--- config.mk ---
export PLATFORM = sky130hd
export DESIGN_NAME = release_window_task_selector_flat
export DESIGN_NICKNAME = d
export VERILOG_FILES = /design/src/design/rwts_pkg.sv /design/src/design/rwts_if.sv /design/src/design/release_window_task_selector.sv /design/src/design/rwts_div.sv /design/src/flat_wrapper.sv
export SDC_FILE = /design/constraint.sdc
export NUM_CORES = 2
export LEC_CHECK = 0
export ABC_CLOCK_PERIOD_IN_PS = 16700
export BUFFER_PORTS_ARGS = -buffer_cell sky130_fd_sc_hd__buf_2
export CORE_MARGIN = 4
export CORE_UTILIZATION = 60
export CTS_CLUSTER_DIAMETER = 30
export DETAILED_ROUTE_END_ITERATION = 8
export PLACE_DENSITY = 0.77
export SYNTH_ARGS = -nofsm -noshare
export SYNTH_HDL_FRONTEND = slang
export SYNTH_SLANG_ARGS = --single-unit
--- constraint.sdc ---
create_clock -name clk -period 16.7 [get_ports clk]
set_clock_uncertainty 0.05 [all_clocks]
set_input_delay 3.34 -clock clk [delete_from_list [all_inputs] [get_ports clk]]
set_output_delay 3.34 -clock clk [all_outputs]
set_load 0.01 [all_outputs]
--- src/design/rwts_pkg.sv ---
// ----------------------------------------------------------------------------
// rwts_pkg
// Shared constants and types for the release window task selector.
// ----------------------------------------------------------------------------
package rwts_pkg;

  localparam int MAX_TASKS = 16;
  localparam int IDX_W     = $clog2(MAX_TASKS);
  localparam int SLOT_W    = 4;
  localparam int TIME_W    = 64;
  localparam int SCORE_W   = 31;
  localparam int MISS_W    = 32;
  localparam int WEIGHT_W  = 8;
  localparam int OP_W      = 3;
  localparam int QUOT_W    = 32;

  localparam logic [WEIGHT_W-1:0] WEIGHT_RESET = 8'd10;
  localparam logic [SCORE_W-1:0]  SCORE_CAP    = 31'h7FFF_FFFF;
  localparam logic [TIME_W-1:0]   TIME_MAX     = 64'h7FFF_FFFF_FFFF_FFFF;
  localparam logic [MISS_W-1:0]   MISS_MAX     = 32'hFFFF_FFFF;

  localparam logic [OP_W-1:0] OP_ADD      = 3'd0;
  localparam logic [OP_W-1:0] OP_REMOVE   = 3'd1;
  localparam logic [OP_W-1:0] OP_SET_REL  = 3'd2;
  localparam logic [OP_W-1:0] OP_SET_DL   = 3'd3;
  localparam logic [OP_W-1:0] OP_TICK     = 3'd4;

  typedef enum logic [7:0] {
    S_IDLE  = 8'b0000_0001,
    S_APPLY = 8'b0000_0010,
    S_LOAD  = 8'b0000_0100,
    S_DIV   = 8'b0000_1000,
    S_SCORE = 8'b0001_0000,
    S_WIN   = 8'b0010_0000,
    S_SCAN  = 8'b0100_0000,
    S_FIN   = 8'b1000_0000
  } state_t;

endpackage

--- src/design/rwts_if.sv ---
// ----------------------------------------------------------------------------
// rwts channel interfaces
// Request, response and configuration channels with valid/ready handshake.
// ----------------------------------------------------------------------------
interface rwts_req_if;
  logic                              valid;
  logic                              ready;
  logic [rwts_pkg::OP_W-1:0]         op;
  logic [rwts_pkg::SLOT_W-1:0]       slot;
  logic signed [rwts_pkg::TIME_W-1:0] release_in;
  logic signed [rwts_pkg::TIME_W-1:0] deadline_in;
  logic signed [rwts_pkg::TIME_W-1:0] now;
  modport source (output valid, op, slot, release_in, deadline_in, now, input ready);
  modport sink   (input valid, op, slot, release_in, deadline_in, now, output ready);
endinterface

interface rwts_rsp_if;
  logic                               valid;
  logic                               ready;
  logic                               found;
  logic                               chosen;
  logic [rwts_pkg::SLOT_W-1:0]        chosen_slot;
  logic [rwts_pkg::SCORE_W-1:0]       chosen_score;
  logic                               first_run;
  logic signed [rwts_pkg::TIME_W-1:0] earliest_release;
  modport source (output valid, found, chosen, chosen_slot, chosen_score, first_run,
                  earliest_release, input ready);
  modport sink   (input valid, found, chosen, chosen_slot, chosen_score, first_run,
                  earliest_release, output ready);
endinterface

interface rwts_cfg_if;
  logic                           valid;
  logic                           ready;
  logic [rwts_pkg::WEIGHT_W-1:0]  miss_weight;
  modport source (output valid, miss_weight, input ready);
  modport sink   (input valid, miss_weight, output ready);
endinterface

--- src/design/release_window_task_selector.sv ---
// ----------------------------------------------------------------------------
// release_window_task_selector
// Task slot table with add/remove/set ops and a scored pick on every tick.
// ----------------------------------------------------------------------------
// channel | dir | carries
// req     | in  | op, slot, release_in, deadline_in, now
// rsp     | out | found, chosen, chosen_slot, chosen_score, first_run, earliest_release
// cfg     | in  | miss_weight (always ready)
//
// Add/remove/set/other ops: apply step, earliest-release scan of all slots, output.
// Tick: per slot a load step; a due slot then gets a score step, preceded by the
// divider when its window is 2^32 or wider; then winner update and scan.
// The worst-case tick length is set by the shared bit-serial divider.
// req is not ready until the result sits in the output register; a stalled rsp
// holds it. Synchronous reset clears state, valid and pick flags; weight goes to 10.
// ----------------------------------------------------------------------------
module release_window_task_selector (
  input  logic         clk,
  input  logic         rst,
  rwts_req_if.sink     req,
  rwts_rsp_if.source   rsp,
  rwts_cfg_if.sink     cfg
);

  localparam int N   = rwts_pkg::MAX_TASKS;
  localparam int IW  = rwts_pkg::IDX_W;
  localparam int TW  = rwts_pkg::TIME_W;
  localparam logic [IW-1:0] LAST = IW'(N - 1);

  rwts_pkg::state_t state;

  logic [N-1:0]                  slot_valid;
  logic [N-1:0]                  never_run;
  logic [TW-1:0]                 release_time  [N];
  logic [TW-1:0]                 deadline_time [N];
  logic [rwts_pkg::MISS_W-1:0]   miss_count    [N];
  logic [rwts_pkg::WEIGHT_W-1:0] miss_weight;

  logic [rwts_pkg::OP_W-1:0]   op_q;
  logic [rwts_pkg::SLOT_W-1:0] slot_q;
  logic [TW-1:0]               rel_q, dl_q, now_q;
  logic [IW-1:0]               idx;

  logic [TW-1:0]               cur_rel, cur_dl;
  logic [rwts_pkg::MISS_W-1:0] cur_miss;
  logic                        cur_cap;

  logic                          found_r, have, first_r;
  logic [IW-1:0]                 win;
  logic [rwts_pkg::SCORE_W-1:0]  best;
  logic [TW-1:0]                 earliest;

  logic                          ov;
  logic                          o_found, o_chosen, o_first;
  logic [rwts_pkg::SLOT_W-1:0]   o_slot;
  logic [rwts_pkg::SCORE_W-1:0]  o_score;
  logic [TW-1:0]                 o_earliest;

  logic [IW-1:0]  aidx;
  logic           eligible;
  logic [TW-1:0]  span;
  logic [TW:0]    dvsr;
  logic           div_start, div_done;
  logic [rwts_pkg::QUOT_W-1:0] quot;

  logic [rwts_pkg::MISS_W+rwts_pkg::WEIGHT_W-1:0] prod;
  logic [rwts_pkg::MISS_W+rwts_pkg::WEIGHT_W:0]   total;
  logic [rwts_pkg::SCORE_W-1:0]                   score;

  assign req.ready = (state == rwts_pkg::S_IDLE);
  assign cfg.ready = 1'b1;

  assign aidx     = slot_q[IW-1:0];
  assign eligible = slot_valid[idx] && ($signed(release_time[idx]) < $signed(now_q));
  assign span     = deadline_time[idx] - release_time[idx];
  assign dvsr     = {1'b0, span} + {{TW{1'b0}}, 1'b1};
  assign div_start = (state == rwts_pkg::S_LOAD) && eligible && (dvsr[TW:32] != '0);

  rwts_div u_div (
    .clk     (clk),
    .rst     (rst),
    .start   (div_start),
    .divisor (dvsr),
    .done    (div_done),
    .quot    (quot)
  );

  always_comb begin
    prod  = cur_miss * miss_weight;
    total = {1'b0, prod} + {{(rwts_pkg::WEIGHT_W+1){1'b0}}, quot};
    if (cur_cap || (total >= {{(rwts_pkg::MISS_W+rwts_pkg::WEIGHT_W+1-rwts_pkg::SCORE_W){1'b0}},
                              rwts_pkg::SCORE_CAP})) begin
      score = rwts_pkg::SCORE_CAP;
    end else begin
      score = total[rwts_pkg::SCORE_W-1:0];
    end
  end

  // Sequencer and control state
  always_ff @(posedge clk) begin
    if (rst) begin
      state       <= rwts_pkg::S_IDLE;
      slot_valid  <= '0;
      miss_weight <= rwts_pkg::WEIGHT_RESET;
      ov          <= 1'b0;
      have        <= 1'b0;
    end else begin
      if (cfg.valid) begin
        miss_weight <= cfg.miss_weight;
      end
      if ((state == rwts_pkg::S_FIN) && (!ov || rsp.ready)) begin
        ov <= 1'b1;
      end else if (ov && rsp.ready) begin
        ov <= 1'b0;
      end
      unique case (state)
        rwts_pkg::S_IDLE: begin
          if (req.valid) begin
            state <= (req.op == rwts_pkg::OP_TICK) ? rwts_pkg::S_LOAD : rwts_pkg::S_APPLY;
            have  <= 1'b0;
          end
        end
        rwts_pkg::S_APPLY: begin
          if (op_q == rwts_pkg::OP_ADD && !slot_valid[aidx]) begin
            slot_valid[aidx] <= 1'b1;
          end else if (op_q == rwts_pkg::OP_REMOVE) begin
            slot_valid[aidx] <= 1'b0;
          end
          state <= rwts_pkg::S_SCAN;
        end
        rwts_pkg::S_LOAD: begin
          if (eligible) begin
            state <= div_start ? rwts_pkg::S_DIV : rwts_pkg::S_SCORE;
          end else if (idx == LAST) begin
            state <= rwts_pkg::S_WIN;
          end
        end
        rwts_pkg::S_DIV: begin
          if (div_done) begin
            state <= rwts_pkg::S_SCORE;
          end
        end
        rwts_pkg::S_SCORE: begin
          if (score > best) begin
            have <= 1'b1;
          end
          state <= (idx == LAST) ? rwts_pkg::S_WIN : rwts_pkg::S_LOAD;
        end
        rwts_pkg::S_WIN: begin
          state <= rwts_pkg::S_SCAN;
        end
        rwts_pkg::S_SCAN: begin
          if (idx == LAST) begin
            state <= rwts_pkg::S_FIN;
          end
        end
        rwts_pkg::S_FIN: begin
          if (!ov || rsp.ready) begin
            state <= rwts_pkg::S_IDLE;
          end
        end
        default: state <= rwts_pkg::S_IDLE;
      endcase
    end
  end

  // Payload: table contents, working registers and output register
  always_ff @(posedge clk) begin
    unique case (state)
      rwts_pkg::S_IDLE: begin
        op_q    <= req.op;
        slot_q  <= req.slot;
        rel_q   <= req.release_in;
        dl_q    <= req.deadline_in;
        now_q   <= req.now;
        idx     <= '0;
        best    <= '0;
        win     <= '0;
        first_r <= 1'b0;
        found_r <= 1'b0;
      end
      rwts_pkg::S_APPLY: begin
        case (op_q)
          rwts_pkg::OP_ADD: begin
            if (!slot_valid[aidx]) begin
              release_time[aidx]  <= rel_q;
              deadline_time[aidx] <= ($signed(dl_q) < $signed(rel_q)) ? rel_q : dl_q;
              miss_count[aidx]    <= '0;
              never_run[aidx]     <= 1'b1;
              found_r             <= 1'b1;
            end
          end
          rwts_pkg::OP_REMOVE: begin
            found_r <= slot_valid[aidx];
          end
          rwts_pkg::OP_SET_REL: begin
            if (slot_valid[aidx]) begin
              release_time[aidx] <= rel_q;
              if ($signed(deadline_time[aidx]) < $signed(rel_q)) begin
                deadline_time[aidx] <= rel_q;
              end
              found_r <= 1'b1;
            end
          end
          rwts_pkg::OP_SET_DL: begin
            if (slot_valid[aidx]) begin
              deadline_time[aidx] <= dl_q;
              if ($signed(dl_q) < $signed(release_time[aidx])) begin
                release_time[aidx] <= dl_q;
              end
              found_r <= 1'b1;
            end
          end
          default: ;
        endcase
        idx      <= '0;
        earliest <= rwts_pkg::TIME_MAX;
      end
      rwts_pkg::S_LOAD: begin
        cur_miss <= miss_count[idx];
        cur_cap  <= (dvsr[TW:32] == '0);
        if (!eligible && idx != LAST) begin
          idx <= idx + 1'b1;
        end
      end
      rwts_pkg::S_DIV: ;
      rwts_pkg::S_SCORE: begin
        if (cur_miss != rwts_pkg::MISS_MAX) begin
          miss_count[idx] <= cur_miss + 1'b1;
        end
        if (score > best) begin
          best <= score;
          win  <= idx;
        end
        if (idx != LAST) begin
          idx <= idx + 1'b1;
        end
      end
      rwts_pkg::S_WIN: begin
        if (have) begin
          first_r         <= never_run[win];
          miss_count[win] <= '0;
          never_run[win]  <= 1'b0;
        end
        idx      <= '0;
        earliest <= rwts_pkg::TIME_MAX;
      end
      rwts_pkg::S_SCAN: begin
        if (slot_valid[idx] && ($signed(release_time[idx]) < $signed(earliest))) begin
          earliest <= release_time[idx];
        end
        if (idx != LAST) begin
          idx <= idx + 1'b1;
        end
      end
      rwts_pkg::S_FIN: begin
        if (!ov || rsp.ready) begin
          o_found    <= found_r;
          o_chosen   <= have;
          o_slot     <= have ? rwts_pkg::SLOT_W'(win) : '0;
          o_score    <= have ? best : '0;
          o_first    <= have && first_r;
          o_earliest <= earliest;
        end
      end
      default: ;
    endcase
  end

  assign rsp.valid            = ov;
  assign rsp.found            = o_found;
  assign rsp.chosen           = o_chosen;
  assign rsp.chosen_slot      = o_slot;
  assign rsp.chosen_score     = o_score;
  assign rsp.first_run        = o_first;
  assign rsp.earliest_release = o_earliest;

`ifndef SYNTHESIS
  a_chosen_nonzero: assert property (@(posedge clk) disable iff (rst)
    rsp.valid && rsp.chosen |-> rsp.chosen_score != '0)
    else $error("chosen task with zero score");

  a_idle_fields: assert property (@(posedge clk) disable iff (rst)
    rsp.valid && !rsp.chosen |-> rsp.chosen_slot == '0 && !rsp.first_run)
    else $error("selection fields set without a pick");

  a_found_xor_chosen: assert property (@(posedge clk) disable iff (rst)
    rsp.valid |-> !(rsp.found && rsp.chosen))
    else $error("found and chosen both set");

  a_div_in_div: assert property (@(posedge clk) disable iff (rst)
    div_start |=> state == rwts_pkg::S_DIV)
    else $error("divider started outside divide phase");
`endif

endmodule

--- src/design/rwts_div.sv ---
// ----------------------------------------------------------------------------
// rwts_div
// Bit-serial divider: floor((2^64-1)/d) for d >= 2^32, one quotient bit a cycle.
// ----------------------------------------------------------------------------
module rwts_div (
  input  logic                            clk,
  input  logic                            rst,
  input  logic                            start,
  input  logic [rwts_pkg::TIME_W:0]       divisor,
  output logic                            done,
  output logic [rwts_pkg::QUOT_W-1:0]     quot
);

  logic [rwts_pkg::TIME_W:0]   rem;
  logic [rwts_pkg::TIME_W+1:0] trial;
  logic [rwts_pkg::TIME_W+1:0] diff;
  logic                        ge;
  logic                        busy;
  logic [$clog2(rwts_pkg::QUOT_W)-1:0] cnt;

  // The upper half of the all-ones dividend is already below the divisor,
  // so only the low 32 dividend bits (all ones) are shifted in.
  assign trial = {rem, 1'b1};
  assign ge    = trial >= {1'b0, divisor};
  assign diff  = trial - {1'b0, divisor};

  always_ff @(posedge clk) begin
    if (rst) begin
      busy <= 1'b0;
      done <= 1'b0;
      cnt  <= '0;
    end else begin
      done <= 1'b0;
      if (start) begin
        busy <= 1'b1;
        cnt  <= '0;
      end else if (busy) begin
        cnt <= cnt + 1'b1;
        if (cnt == {$clog2(rwts_pkg::QUOT_W){1'b1}}) begin
          busy <= 1'b0;
          done <= 1'b1;
        end
      end
    end
  end

  always_ff @(posedge clk) begin
    if (start) begin
      rem  <= {{(rwts_pkg::TIME_W+1-rwts_pkg::QUOT_W){1'b0}}, {rwts_pkg::QUOT_W{1'b1}}};
      quot <= '0;
    end else if (busy) begin
      rem  <= ge ? diff[rwts_pkg::TIME_W:0] : trial[rwts_pkg::TIME_W:0];
      quot <= {quot[rwts_pkg::QUOT_W-2:0], ge};
    end
  end

endmodule

--- src/flat_wrapper.sv ---
// flat-port wrapper written by rule: the top's interface ports become plain ports
module release_window_task_selector_flat 
  (clk, rst, req_valid, req_op, req_slot, req_release_in, req_deadline_in, req_now, req_ready, rsp_valid, rsp_found, rsp_chosen, rsp_chosen_slot, rsp_chosen_score, rsp_first_run, rsp_earliest_release, rsp_ready, cfg_valid, cfg_miss_weight, cfg_ready);
  rwts_req_if req_i ();
  rwts_rsp_if rsp_i ();
  rwts_cfg_if cfg_i ();
  input  logic clk;
  input  logic rst;
  input wire logic [$bits(req_i.valid)-1:0] req_valid;
  input wire logic [$bits(req_i.op)-1:0] req_op;
  input wire logic [$bits(req_i.slot)-1:0] req_slot;
  input wire logic [$bits(req_i.release_in)-1:0] req_release_in;
  input wire logic [$bits(req_i.deadline_in)-1:0] req_deadline_in;
  input wire logic [$bits(req_i.now)-1:0] req_now;
  output wire logic [$bits(req_i.ready)-1:0] req_ready;
  output wire logic [$bits(rsp_i.valid)-1:0] rsp_valid;
  output wire logic [$bits(rsp_i.found)-1:0] rsp_found;
  output wire logic [$bits(rsp_i.chosen)-1:0] rsp_chosen;
  output wire logic [$bits(rsp_i.chosen_slot)-1:0] rsp_chosen_slot;
  output wire logic [$bits(rsp_i.chosen_score)-1:0] rsp_chosen_score;
  output wire logic [$bits(rsp_i.first_run)-1:0] rsp_first_run;
  output wire logic [$bits(rsp_i.earliest_release)-1:0] rsp_earliest_release;
  input wire logic [$bits(rsp_i.ready)-1:0] rsp_ready;
  input wire logic [$bits(cfg_i.valid)-1:0] cfg_valid;
  input wire logic [$bits(cfg_i.miss_weight)-1:0] cfg_miss_weight;
  output wire logic [$bits(cfg_i.ready)-1:0] cfg_ready;
  assign req_i.valid = req_valid;
  assign req_i.op = req_op;
  assign req_i.slot = req_slot;
  assign req_i.release_in = req_release_in;
  assign req_i.deadline_in = req_deadline_in;
  assign req_i.now = req_now;
  assign req_ready = req_i.ready;
  assign rsp_valid = rsp_i.valid;
  assign rsp_found = rsp_i.found;
  assign rsp_chosen = rsp_i.chosen;
  assign rsp_chosen_slot = rsp_i.chosen_slot;
  assign rsp_chosen_score = rsp_i.chosen_score;
  assign rsp_first_run = rsp_i.first_run;
  assign rsp_earliest_release = rsp_i.earliest_release;
  assign rsp_i.ready = rsp_ready;
  assign cfg_i.valid = cfg_valid;
  assign cfg_i.miss_weight = cfg_miss_weight;
  assign cfg_ready = cfg_i.ready;
  release_window_task_selector u_core (.clk(clk), .rst(rst), .req(req_i), .rsp(rsp_i), .cfg(cfg_i));
endmodule
==> impl_metrics.csv <==
group,metric,value,unit
status,status,"completed",
min_path,min_path_type,"reg2reg",
clocking,post-cts-setup-buffer-count,0,
grt,grt_first_pass_wirelength,722800,um
setup_path,max_stage_delay,1130,ps
detailed_routing,ant_nets,0,
cells_and_area,nNetsFinal,11430,
setup_path,crit_family,"compound AO/OA/AOI/OAI gates",
timing,hold_violations,0,
timing,worst_pin_slew,1346,ps
setup_path,required,17470,ps
clocking,clockRootBuffer,"clkbuf_16",
clocking,ctsResizeCount,0,
yosys,synth-edff-count,3015,
cells_and_area,drive_gt1_share,28.75,%
yosys,synth-seq-cells,3161,
die,fp.coreArea,268600,um^2
timing,clock.fmax,0.07848,GHz
die,die-area,278900,um^2
detailed_routing,wirelength,496200,um
clocking,cts_tree,"done",
timing,relSlewSlack,7.964,%
run,maxCapViolCount,0,
setup_path,critPathSlowestCell,"a2111oi_0",
clocking,cts_buffer_depth,4,
timing,setup_viol,0,
clocking,holdBufCountCts,0,
die,dieHeight,528.2,um
timing,period_needed,12740,ps
grt,grt_usage,35.53,%
yosys,yosysSeqAreaShare,57.57,%
timing,maxSlewViolCount,0,
setup_path,critPathMaxFanout,86,
clocking,clock_sink_count,3161,
setup_path,crit_buf_inv,4,
detailed_routing,drtIter0Drc,14680,
setup_path,criticalPathCategory,"reg2reg",
timing,rsz0062_at_grt,"false",
cells_and_area,nFillCells,16230,
yosys,async_flop_share,0,%
place,dp_hpwl,295600,um
die,start_util,60.43,%
yosys,yosysWarnings,0,
clocking,clk_pin_slew_worst_paths,50,ps
die,fp.dieW,528.2,um
detailed_routing,drt-pass1-iter-count,9,
clocking,htreeDepth,6,
clocking,clock_latency,1050,ps
die,io-pin-count,317,
setup_path,cp-start-kind,"register",
yosys,synth_area_per_cell,16.32,um^2
clocking,cts_made_buffers,573,
grt,grt_max_degree,165,
yosys,syn_inst,9947,
setup_path,crit_top_cell,"nand2_1",
detailed_routing,drt-wirelength-per-cell,34.22,um
yosys,synthFlopType,"edfxtp_1",
grt,antenna_found_initial,23,
detailed_routing,vias,103500,
grt,overflow,0,
die,num_rows,190,
yosys,synth_cell_types,104,
place,routabilityCongestion,0.9728,
yosys,synth_area,162300,um^2
detailed_routing,viasPerCell,7.135,
place,io_buffers,315,
setup_path,cp-end-kind,"register",
detailed_routing,route.detailed.drc,0,
grt,grt_pass1_vias,106000,
yosys,syn-num-nets,10920,
setup_path,arrival,13510,ps
timing,fin_tns_setup,0,ps
cells_and_area,syn_to_final_growth,16.00,%
timing,finalCritPeriodShare,76.30,%
-- kinds of logic after synthesis --
kind of cell | count (synthesis) | share of synthesized area (%)
multiplexers | 1669 | 21.38
XOR/XNOR | 225 | 1.219
other | 1 | 0.002310
AO/OA/AOI/OAI | 1180 | 4.626
AND/OR/NAND/NOR | 1792 | 5.655
flip-flops | 3161 | 57.57
adder cells (fa/ha/maj) | 756 | 6.817
buffers and inverters | 1163 | 2.732
-- Yosys cell counts, types with 176 or more instances --
cell,n,area [um^2]
edfxtp_1,3015,90540
a21o_1,176,1321
o21ai_0,270,1351
clkbuf_1,387,1453
fa_1,214,4284
and2_1,229,1433
a21oi_1,375,1877
ha_1,542,6782
mux4_2,1424,32070
nor2_1,359,1348
inv_1,606,2275
nand2_1,497,1866
-- worst paths after layout --
check | startpoint | to | slack, ps | depth (start not counted)
worst max-delay path | register | u_core.u_div.rem[61] | 3960 | 32
worst min-delay path | u_core.earliest[44] | u_core.rsp.earliest_release[44] | 400 | 0
worst max register to register | register | u_core.u_div.rem[61] | 3960 | 32
worst min register to register | u_core.earliest[44] | u_core.rsp.earliest_release[44] | 400 | 0
-- sequential cells by signal, summed over array words and instances, names as in the netlist, 4 cells and up, named ones only --
register	flops
u_core.rsp.earliest_release	64
u_core.win	4
u_core.dl_q	64
u_core.aidx	4
u_core.u_div.cnt	5
u_core.u_div.quot	32
u_core.cur_miss	32
u_core.u_div.rem	65
u_core.now_q	64
u_core.rel_q	64
u_core.best	31
u_core.idx	4
u_core.deadline_time	1024
u_core.never_run	16
u_core.miss_weight	8
u_core.rsp.chosen_score	31
u_core.miss_count	512
u_core.rsp.chosen_slot	4
u_core.release_time	1024
u_core.earliest	64
u_core.state	8
-- cell type report --
cell class	count	area (um^2)	area share, %
flip-flops and latches	3161	93490	49.65
multi-input cells	5623	64900	34.47
clock buffers	632	14670	7.788
clock inverters	417	5413	2.874
well taps	3552	4444	2.360
repair buffers	492	3068	1.629
inverters	606	2275	1.208
diodes	18	45.04	0.02392
-- cells in the final DEF (no fill, tap or decap), drive strengths merged, types with 28 or more instances in the layout --
cell,netlist,final
and2,230,230
nor2,359,359
clkinvlp,0,58
clkbuf,390,632
dfxtp,146,146
nand2,497,497
a21o,176,176
xor2,94,94
nor2b,92,92
inv,606,678
and3,47,47
a21oi,378,378
mux4,1424,1424
nand2b,84,84
mux2,143,143
buf,167,492
a211oi,52,52
mux2i,102,102
edfxtp,3015,3015
bufinv,0,85
fa,214,214
ha,542,542
nor3,71,71
nor4,49,49
o21ai,276,276
clkinv,0,202
nand4,137,137
or3,34,34
o21a,28,28
o211ai,51,51
xnor2,131,131
nand3,97,97
-- routing by layer --
| metal | vias to the layer above | part of all wire [%] | global-route usage, % |
|---|---|---|---|
| li1 | 40920 | - | - |
| met1 | 52610 | 34 | 46.32 |
| met2 | 8208 | 46 | 53.98 |
| met3 | 1722 | 13 | 10.12 |
| met4 | 6 | 7.0 | 20.76 |
| met5 | - | 0.0083 | 0 |
-- per-stage QoR --
step                      setup slack (ps)  cell area (um^2)  hold WS [ps]  util (%)  cells
after CTS                             4352            188300         393.9     70.08  14480
after global placement                4766            168200         388.4     62.61  13430
after floorplan                       5918            162300         350.3         -   9947
final                                 3958            188300         396.6     70.10  14500
after global routing                  3066            188300         416.6     70.09  14490
after detailed placement              4406            168200         382.1     62.61  13430
Power is left out: the tool's default activity adds up to more than one toggle a clock period on the data nets, which glitch-free logic cannot reach.
